`src/design/trb_pkg.sv`:
```
// Shared types and codes for the timestamp reorder buffer.
// Used by trb_ctrl, trb_dpath and timestamp_reorder_buffer_unit; depends on nothing.
package trb_pkg;

	localparam int STAMP_W  = 64;
	localparam int HANDLE_W = 32;
	localparam int COUNT_W  = 32;
	localparam int DEPTH_W  = 6;

	localparam logic [DEPTH_W-1:0] HOLD_DEPTH_RST = DEPTH_W'(16);

	// Result codes of one input word.
	typedef enum logic [1:0] {
		OUT_HELD = 2'd0,
		OUT_EMIT = 2'd1,
		OUT_LATE = 2'd2,
		OUT_DUP  = 2'd3
	} trb_outcome_t;

	typedef struct packed {
		logic [STAMP_W-1:0]  block_stamp;
		logic [HANDLE_W-1:0] block_handle;
	} trb_in_t;

	typedef struct packed {
		trb_outcome_t        outcome;
		logic [STAMP_W-1:0]  emitted_stamp;
		logic [HANDLE_W-1:0] emitted_handle;
		logic [COUNT_W-1:0]  reject_total;
	} trb_out_t;

	// Commands from the controller to the datapath.
	typedef struct packed {
		logic capture;
		logic late_upd;
		logic scan_clr;
		logic scan_rd;
		logic commit;
		logic out_load;
	} trb_cmd_t;

	// Status from the datapath to the controller.
	typedef struct packed {
		logic late;
		logic scan_last;
	} trb_status_t;

endpackage

```
`src/design/trb_ctrl.sv`:
```
// Sequencing controller of the timestamp reorder buffer.
// Depends on trb_pkg for the command and status structs.
module trb_ctrl (
	input  logic                clk,
	input  logic                arst_n,
	input  logic                in_valid,
	output logic                in_stall,
	output logic                out_valid,
	input  logic                out_stall,
	input  trb_pkg::trb_status_t status,
	output trb_pkg::trb_cmd_t    cmd
);
	import trb_pkg::*;

	typedef enum logic [2:0] {
		ST_IDLE,
		ST_CHECK,
		ST_SCAN,
		ST_DRAIN,
		ST_COMMIT,
		ST_OUTPUT
	} state_t;

	state_t state_q;
	logic   out_valid_q;
	logic   out_free;

	// A new word is taken only while no item is in flight.
	assign in_stall  = (state_q != ST_IDLE);
	assign out_valid = out_valid_q;
	assign out_free  = !out_valid_q || !out_stall;

	// Command decode from the current state.
	always_comb begin
		cmd          = '0;
		cmd.capture  = (state_q == ST_IDLE) && in_valid;
		cmd.late_upd = (state_q == ST_CHECK) && status.late;
		cmd.scan_clr = (state_q == ST_CHECK) && !status.late;
		cmd.scan_rd  = (state_q == ST_SCAN);
		cmd.commit   = (state_q == ST_COMMIT);
		cmd.out_load = (state_q == ST_OUTPUT) && out_free;
	end

	// State register and output valid flag.
	always_ff @(posedge clk or negedge arst_n) begin
		if (!arst_n) begin
			state_q     <= ST_IDLE;
			out_valid_q <= 1'b0;
		end else begin
			if (cmd.out_load) begin
				out_valid_q <= 1'b1;
			end else if (!out_stall) begin
				out_valid_q <= 1'b0;
			end
			case (state_q)
				ST_IDLE: begin
					if (in_valid) begin
						state_q <= ST_CHECK;
					end
				end
				ST_CHECK: begin
					state_q <= status.late ? ST_OUTPUT : ST_SCAN;
				end
				ST_SCAN: begin
					if (status.scan_last) begin
						state_q <= ST_DRAIN;
					end
				end
				ST_DRAIN: begin
					state_q <= ST_COMMIT;
				end
				ST_COMMIT: begin
					state_q <= ST_OUTPUT;
				end
				ST_OUTPUT: begin
					if (out_free) begin
						state_q <= ST_IDLE;
					end
				end
				default: begin
					state_q <= ST_IDLE;
				end
			endcase
		end
	end

endmodule

```
`config.mk`:
```
export PLATFORM = sky130hd
export DESIGN_NAME = trb_ctrl
export DESIGN_NICKNAME = d
export VERILOG_FILES = /design/src/design/trb_pkg.sv /design/src/design/trb_ctrl.sv
export SDC_FILE = /design/constraint.sdc
export NUM_CORES = 1
export LEC_CHECK = 0
export ABC_AREA = 1
export BUFFER_PORTS_ARGS = -buffer_cell sky130_fd_sc_hd__buf_2
export CORE_AREA = 3 3 40 42
export DETAILED_ROUTE_END_ITERATION = 8
export DIE_AREA = 0 0 43 45
export SYNTH_ARGS = -nofsm -noshare
export SYNTH_HDL_FRONTEND = slang
export SYNTH_SLANG_ARGS = --single-unit
```
`constraint.sdc`:
```
create_clock -name clk -period 1.8 [get_ports clk]
set_input_delay 0.18 -clock clk [delete_from_list [all_inputs] [get_ports clk]]
set_output_delay 0.18 -clock clk [all_outputs]
set_load 0.01 [all_outputs]
```
==> flow_metrics.py, run 1 <==
metrics = {
    "run_status": {
        "status": "completed",
    },
    "final_layout": {
        "layout_commonest_cell": "buf_2",
        "final_cell_mix": "buf_2, inv_1, nand2_1",
        "fill_cells": 154,
        "syn_to_final_growth_pct": 45.4,
        "n_antenna_cell": 0,
        "fin_nets": 65,
        "drive_above_1_share_pct": 33.3,
        "multi_input_area_um2": 119,
        "regArea_um2": 100,
    },
    "sta": {
        "clock.fmax_mhz": 723,
        "period_needed_ns": 1.38,
        "max-slew-margin-rel_pct": 86.1,
        "holdWs_ns": 0.181,
        "max_slew.worst_pin.slew_ns": 0.207,
        "finalCritPeriodShare_pct": 76.8,
        "final_max_slew_viol_count": 0,
        "hold_viol": 0,
        "setup_viol_count_final": 0,
        "fin_setup_tns_ns": 0,
        "final.setup_skew_ns": 0.00320,
        "rsz0062_at_grt": "false",
    },
    "global_route": {
        "grt_pass1_wl_um": 910,
        "grtUsageTotal_pct": 6.68,
        "grt_pass1_vias": 241,
        "grt-ovfl-total": 0,
        "grt_max_degree": 7,
        "antenna_found_initial": 0,
    },
    "power_and_ir_drop": {
        "p_leak_uw": 0.000259,
        "vdd_drop_max_uv": 585,
        "p_total_uw": 586,
        "cellPowerDensity_nw_per_um2": 1570,
    },
    "synthesis": {
        "synth-seq-area-share_pct": 39.0,
        "syn-mean-instance-area_um2": 6.41,
        "synthesis.area_um2": 256,
        "syn_nets": 46,
        "ys_seq_elements": 4,
        "yosys.cell_types.count": 10,
        "synth_top_cell_by_area": "dfrtp_1",
        "syn_inst": 40,
        "synth_top_area_share_pct": 39.0,
        "yosysWarnings": 0,
        "synthTopCellsByArea": "dfrtp_1, inv_1, nand2_1",
    },
    "setup_path": {
        "crit_required_ns": 1.62,
        "path_max_fanout": 5,
        "cp.arrival_ns": 1.20,
        "end_kind": "output pin",
        "cp-start-kind": "flip-flop",
        "critPathKind": "reg2out",
    },
    "detailed_routing": {
        "viasPerCell": 3.82,
        "drc": 0,
        "wl_um": 587,
        "dr.pass1.iters": 3,
        "wl_per_cell_um": 8.15,
        "drt_iter0_drc": 4,
        "antenna_left": 0,
        "vias": 275,
    },
    "die": {
        "die-height_um": 45,
        "die_w_um": 43,
        "coreArea_um2": 1280,
        "initial_core_util_pct": 20.0,
        "io_pins": 14,
        "rows": 13,
        "die-area_um2": 1940,
    },
    "clock_tree": {
        "cts_setup_buffers": 0,
        "root_buffer": "clkbuf_4",
        "htreeDepth": 1,
        "clkTransAtPathRegs_ns": 0.04,
        "cts.sinks": 4,
        "cts_tree": "built",
        "clockBufferDepth": 2,
        "clk_latency_ns": 0.24,
        "numCtsBuffers": 3,
    },
    "min_path": {
        "hp-class": "in2reg",
    },
    "placed_design": {
        "place_congestion": 0.809,
        "dp_hpwl_um": 484,
        "port_buffers": 13,
    },
    "flow_run": {
        "cap_violations": 0,
    },
}
-- cell usage after synthesis --
| cell type | number |
|---|---|
| nand3_1 | 4 |
| inv_1 | 9 |
| nand2_2 | 2 |
| clkinv_1 | 1 |
| nor2_4 | 1 |
| nand4_1 | 1 |
| a21oi_1 | 1 |
| nor2_1 | 8 |
| dfrtp_1 | 4 |
| nand2_1 | 9 |
-- logic make-up after synthesis --
logic type      after synthesis  synth area share (%)
flops                         4                  39.0
compound gates                1                  1.95
simple gates                 25                  44.4
buf+inv                      10                  14.6
-- critical path, stage by stage, from the launching register on --
cell	delay, ns
dfrtp_1	0.44
nor2_1	0.22
nand2_1	0.09
nor2_1	0.08
buf_2	0.13
-- routing by layer --
| metal | share of wire [%] | track usage (%) |
|---|---|---|
| met1 | 47 | 7.04 |
| met2 | 45 | 9.58 |
| met3 | 5.6 | 1.59 |
| met4 | 2.4 | 9.04 |
| met5 | 0 | 0 |
-- registers in the layout, indices dropped and copies added, names as in the netlist --
register   count
out_valid      1
state_q        3
-- area by class of cell --
class                           instances  area share (%)
Multi-Input combinational cell         26            31.9
Sequential cell                         4            26.8
Timing Repair Buffer                   14            20.1
Inverter                               10            10.1
Clock buffer                            3            6.04
Tap cell                               15            5.03
-- path summary, 6_finish.rpt --
kind / start / to / slack (ns) / cells after the start
setup reg to reg: state_q[2]$_DFFE_PN0P_ / state_q[0]$_DFFE_PN0P_ / 0.70 / 6
min in group asynchronous: arst_n / state_q[2]$_DFFE_PN0P_ / 0.28 / 2
setup / recovery: state_q[1]$_DFFE_PN0P_ / cmd[5] / 0.42 / 4
hold / removal: out_stall / out_valid$_DFFE_PN0P_ / 0.18 / 3
hold reg to reg: out_valid$_DFFE_PN0P_ / out_valid$_DFFE_PN0P_ / 0.49 / 2
max in group asynchronous: arst_n / state_q[0]$_DFFE_PN0P_ / 1.41 / 2
-- power breakdown --
part           switching [uW]  internal (uW)
Clock                    37.6           74.6
Combinational             182            117
Sequential               43.2            131
-- timing repair --
| action | in CTS | in global routing |
|---|---|---|
| hold buffers | 1 | 0 |
| gates resized for setup | 0 | 0 |
| hold endpoints to repair | 4 | 0 |
-- per-stage QoR --
step	util, %	instance area (um2)	instances	setup slack (ns)
6_report	29.0	373	72	0.417
5_1_grt	29.0	373	72	0.320
4_1_cts	29.0	373	72	0.402
3_5_place_dp	26.5	340	68	0.670
3_3_place_gp	26.5	340	68	0.685
2_1_floorplan	-	256	40	0.678
(Power assumes the default switching activity.)
==> run 2, diff against run 1 <==
==> constraint.sdc (replaced) <==
create_clock -name clk -period 1.45 [get_ports clk]
set_input_delay 0.145 -clock clk [delete_from_list [all_inputs] [get_ports clk]]
set_output_delay 0.145 -clock clk [all_outputs]
set_load 0.01 [all_outputs]
==> flow_metrics.py, run 2 (synthesized netlist as in run 1, its figures left out) <==
metrics = {
    "run_status": {
        "status": "completed",
    },
    "final_layout": {
        "syn_to_final_growth_pct": 46.3,
        "drive_above_1_share_pct": 35.1,
        "fin_nets": 65,
        "layout_commonest_cell": "buf_2",
        "design_area_um2": 375,
        "largest_reg_flops": 3,
        "final_cell_mix": "buf_2, inv_1, nand2_1",
        "instances_no_fill": 72,
        "n_antenna_cell": 0,
        "largest-register": "state_q",
    },
    "sta": {
        "setup_viol_count_final": 0,
        "holdWs_ns": 0.140,
        "hold_viol": 0,
        "clock.fmax_mhz": 758,
        "final_max_slew_viol_count": 0,
        "fin_setup_tns_ns": 0,
        "max-slew-margin-rel_pct": 84.1,
        "rsz0062_at_grt": "false",
        "max_slew.worst_pin.slew_ns": 0.239,
        "final.setup_skew_ns": 0.000520,
        "finalCritPeriodShare_pct": 91.0,
        "period_needed_ns": 1.32,
    },
    "placed_design": {
        "place_congestion": 0.807,
        "placed_cell_area_um2": 340,
        "dp_hpwl_um": 473,
        "port_buffers": 13,
        "placed_cells": 68,
    },
    "die": {
        "coreArea_um2": 1280,
        "initial_core_util_pct": 20.0,
        "die-height_um": 45,
        "die-area_um2": 1940,
        "io_pins": 14,
        "rows": 13,
        "die_w_um": 43,
    },
    "setup_path": {
        "crit_chain": "nor2_2 > nand2_1 > nor2_1 > buf_2",
        "rr_worst_depth": 6,
        "cp.arrival_ns": 1.17,
        "rr_startpoint": "state_q[2]$_DFFE_PN0P_",
        "critPathKind": "reg2out",
        "critPathMaxStageDelay_ns": 0.45,
        "cp-start-kind": "flip-flop",
        "path_max_fanout": 5,
        "critPathSlowestCell": "dfrtp_1",
        "cp_top_family": "flip-flops",
        "cp.buffers_inverters": 1,
        "r2r-end": "state_q[0]$_DFFE_PN0P_",
        "crit_required_ns": 1.31,
        "end_kind": "output pin",
        "r2r_slack_ns": 0.33,
    },
    "min_path": {
        "hold_path_depth": 3,
        "hp-class": "in2reg",
        "worstHoldStart": "out_stall",
        "min_to": "out_valid$_DFFE_PN0P_",
    },
    "detailed_routing": {
        "antenna_left": 0,
        "wl_per_cell_um": 8.00,
        "viasPerCell": 3.90,
        "dr.pass1.iters": 2,
        "wl_um": 576,
        "drc": 0,
        "drt_iter0_drc": 4,
        "vias": 281,
    },
    "global_route": {
        "antenna_found_initial": 0,
        "grt_pass1_wl_um": 1090,
        "grtUsageTotal_pct": 7.94,
        "grt_pass1_vias": 269,
        "grt-ovfl-total": 0,
        "grt_max_degree": 7,
    },
    "clock_tree": {
        "cts_tree": "built",
        "htreeDepth": 1,
        "cts_setup_buffers": 0,
        "clk_latency_ns": 0.23,
        "clockBufferDepth": 2,
        "numCtsBuffers": 3,
        "cts.sinks": 4,
        "root_buffer": "clkbuf_4",
        "clkTransAtPathRegs_ns": 0.04,
    },
    "power_and_ir_drop": {
        "cellPowerDensity_nw_per_um2": 1950,
        "vdd_drop_max_uv": 774,
        "p_leak_uw": 0.000259,
    },
    "flow_run": {
        "cap_violations": 0,
    },
}
run 2: changes by cell type in the layout (fill, tap and decap cells not counted):
cell and change:
nor2_1 -1, nor2_2 +1
run 2: worst max-delay path by stage:
stage / depth (start not counted) / endpoint / startpoint / slack [ns]
2_1_floorplan: 3 / cmd[5] / state_q[1]$_DFFE_PN0P_ / 0.36
3_3_place_gp: 4 / cmd[5] / state_q[1]$_DFFE_PN0P_ / 0.32
3_5_place_dp: 4 / cmd[5] / state_q[1]$_DFFE_PN0P_ / 0.33
4_1_cts: 4 / cmd[5] / state_q[1]$_DFFE_PN0P_ / 0.07
5_1_grt: 4 / cmd[5] / state_q[1]$_DFFE_PN0P_ / 0.002
6_report: 4 / cmd[5] / state_q[1]$_DFFE_PN0P_ / 0.13
run 2: cell type report:
cell class                 count  area (um2)
clock buffer                   3        22.5
fill                         154         910
inverter                      10        37.5
multi-input combinational     26         121
sequential                     4         100
tap                           15        18.8
timing repair buffer          14        75.1
run 2: what timing repair did:
action / CTS / global route
endpoints found under the setup margin: 0 / 3
resized for setup: 0 / 1
hold endpoints to repair: 4 / 0
hold buffers: 1 / 0
run 2: worst min-delay path, cell delays in order:
cell	delay [ns]
buf_2	0.07
nand2_1	0.06
nand2_1	0.06
run 2: through the flow:
stage | util (%) | worst slack (ns) | total power (uW)
finish | 29.2 | 0.130 | 733
global route | 29.2 | 0.00192 | 828
CTS | 29.0 | 0.0737 | 735
detailed placement | 26.5 | 0.332 | 589
global placement | 26.5 | 0.318 | 587
floorplan | - | 0.363 | 467
run 2: routing by layer:
layer / global-route usage [%] / up-vias / part of all wire, %
li1: - / 153 / -
met5: 0 / - / 0
met3: 3.98 / 2 / 6.9
met4: 7.23 / 0 / 1.7
met2: 11.1 / 9 / 44
met1: 8.78 / 117 / 47
run 2: where the power goes:
group | internal, uW | switching [uW] | leakage, uW
Combinational | 148 | 228 | 0.000194
Sequential | 163 | 55.3 | 0.0000511
Clock | 92.5 | 45.1 | 0.0000138
Total | 404 | 329 | 0.000259
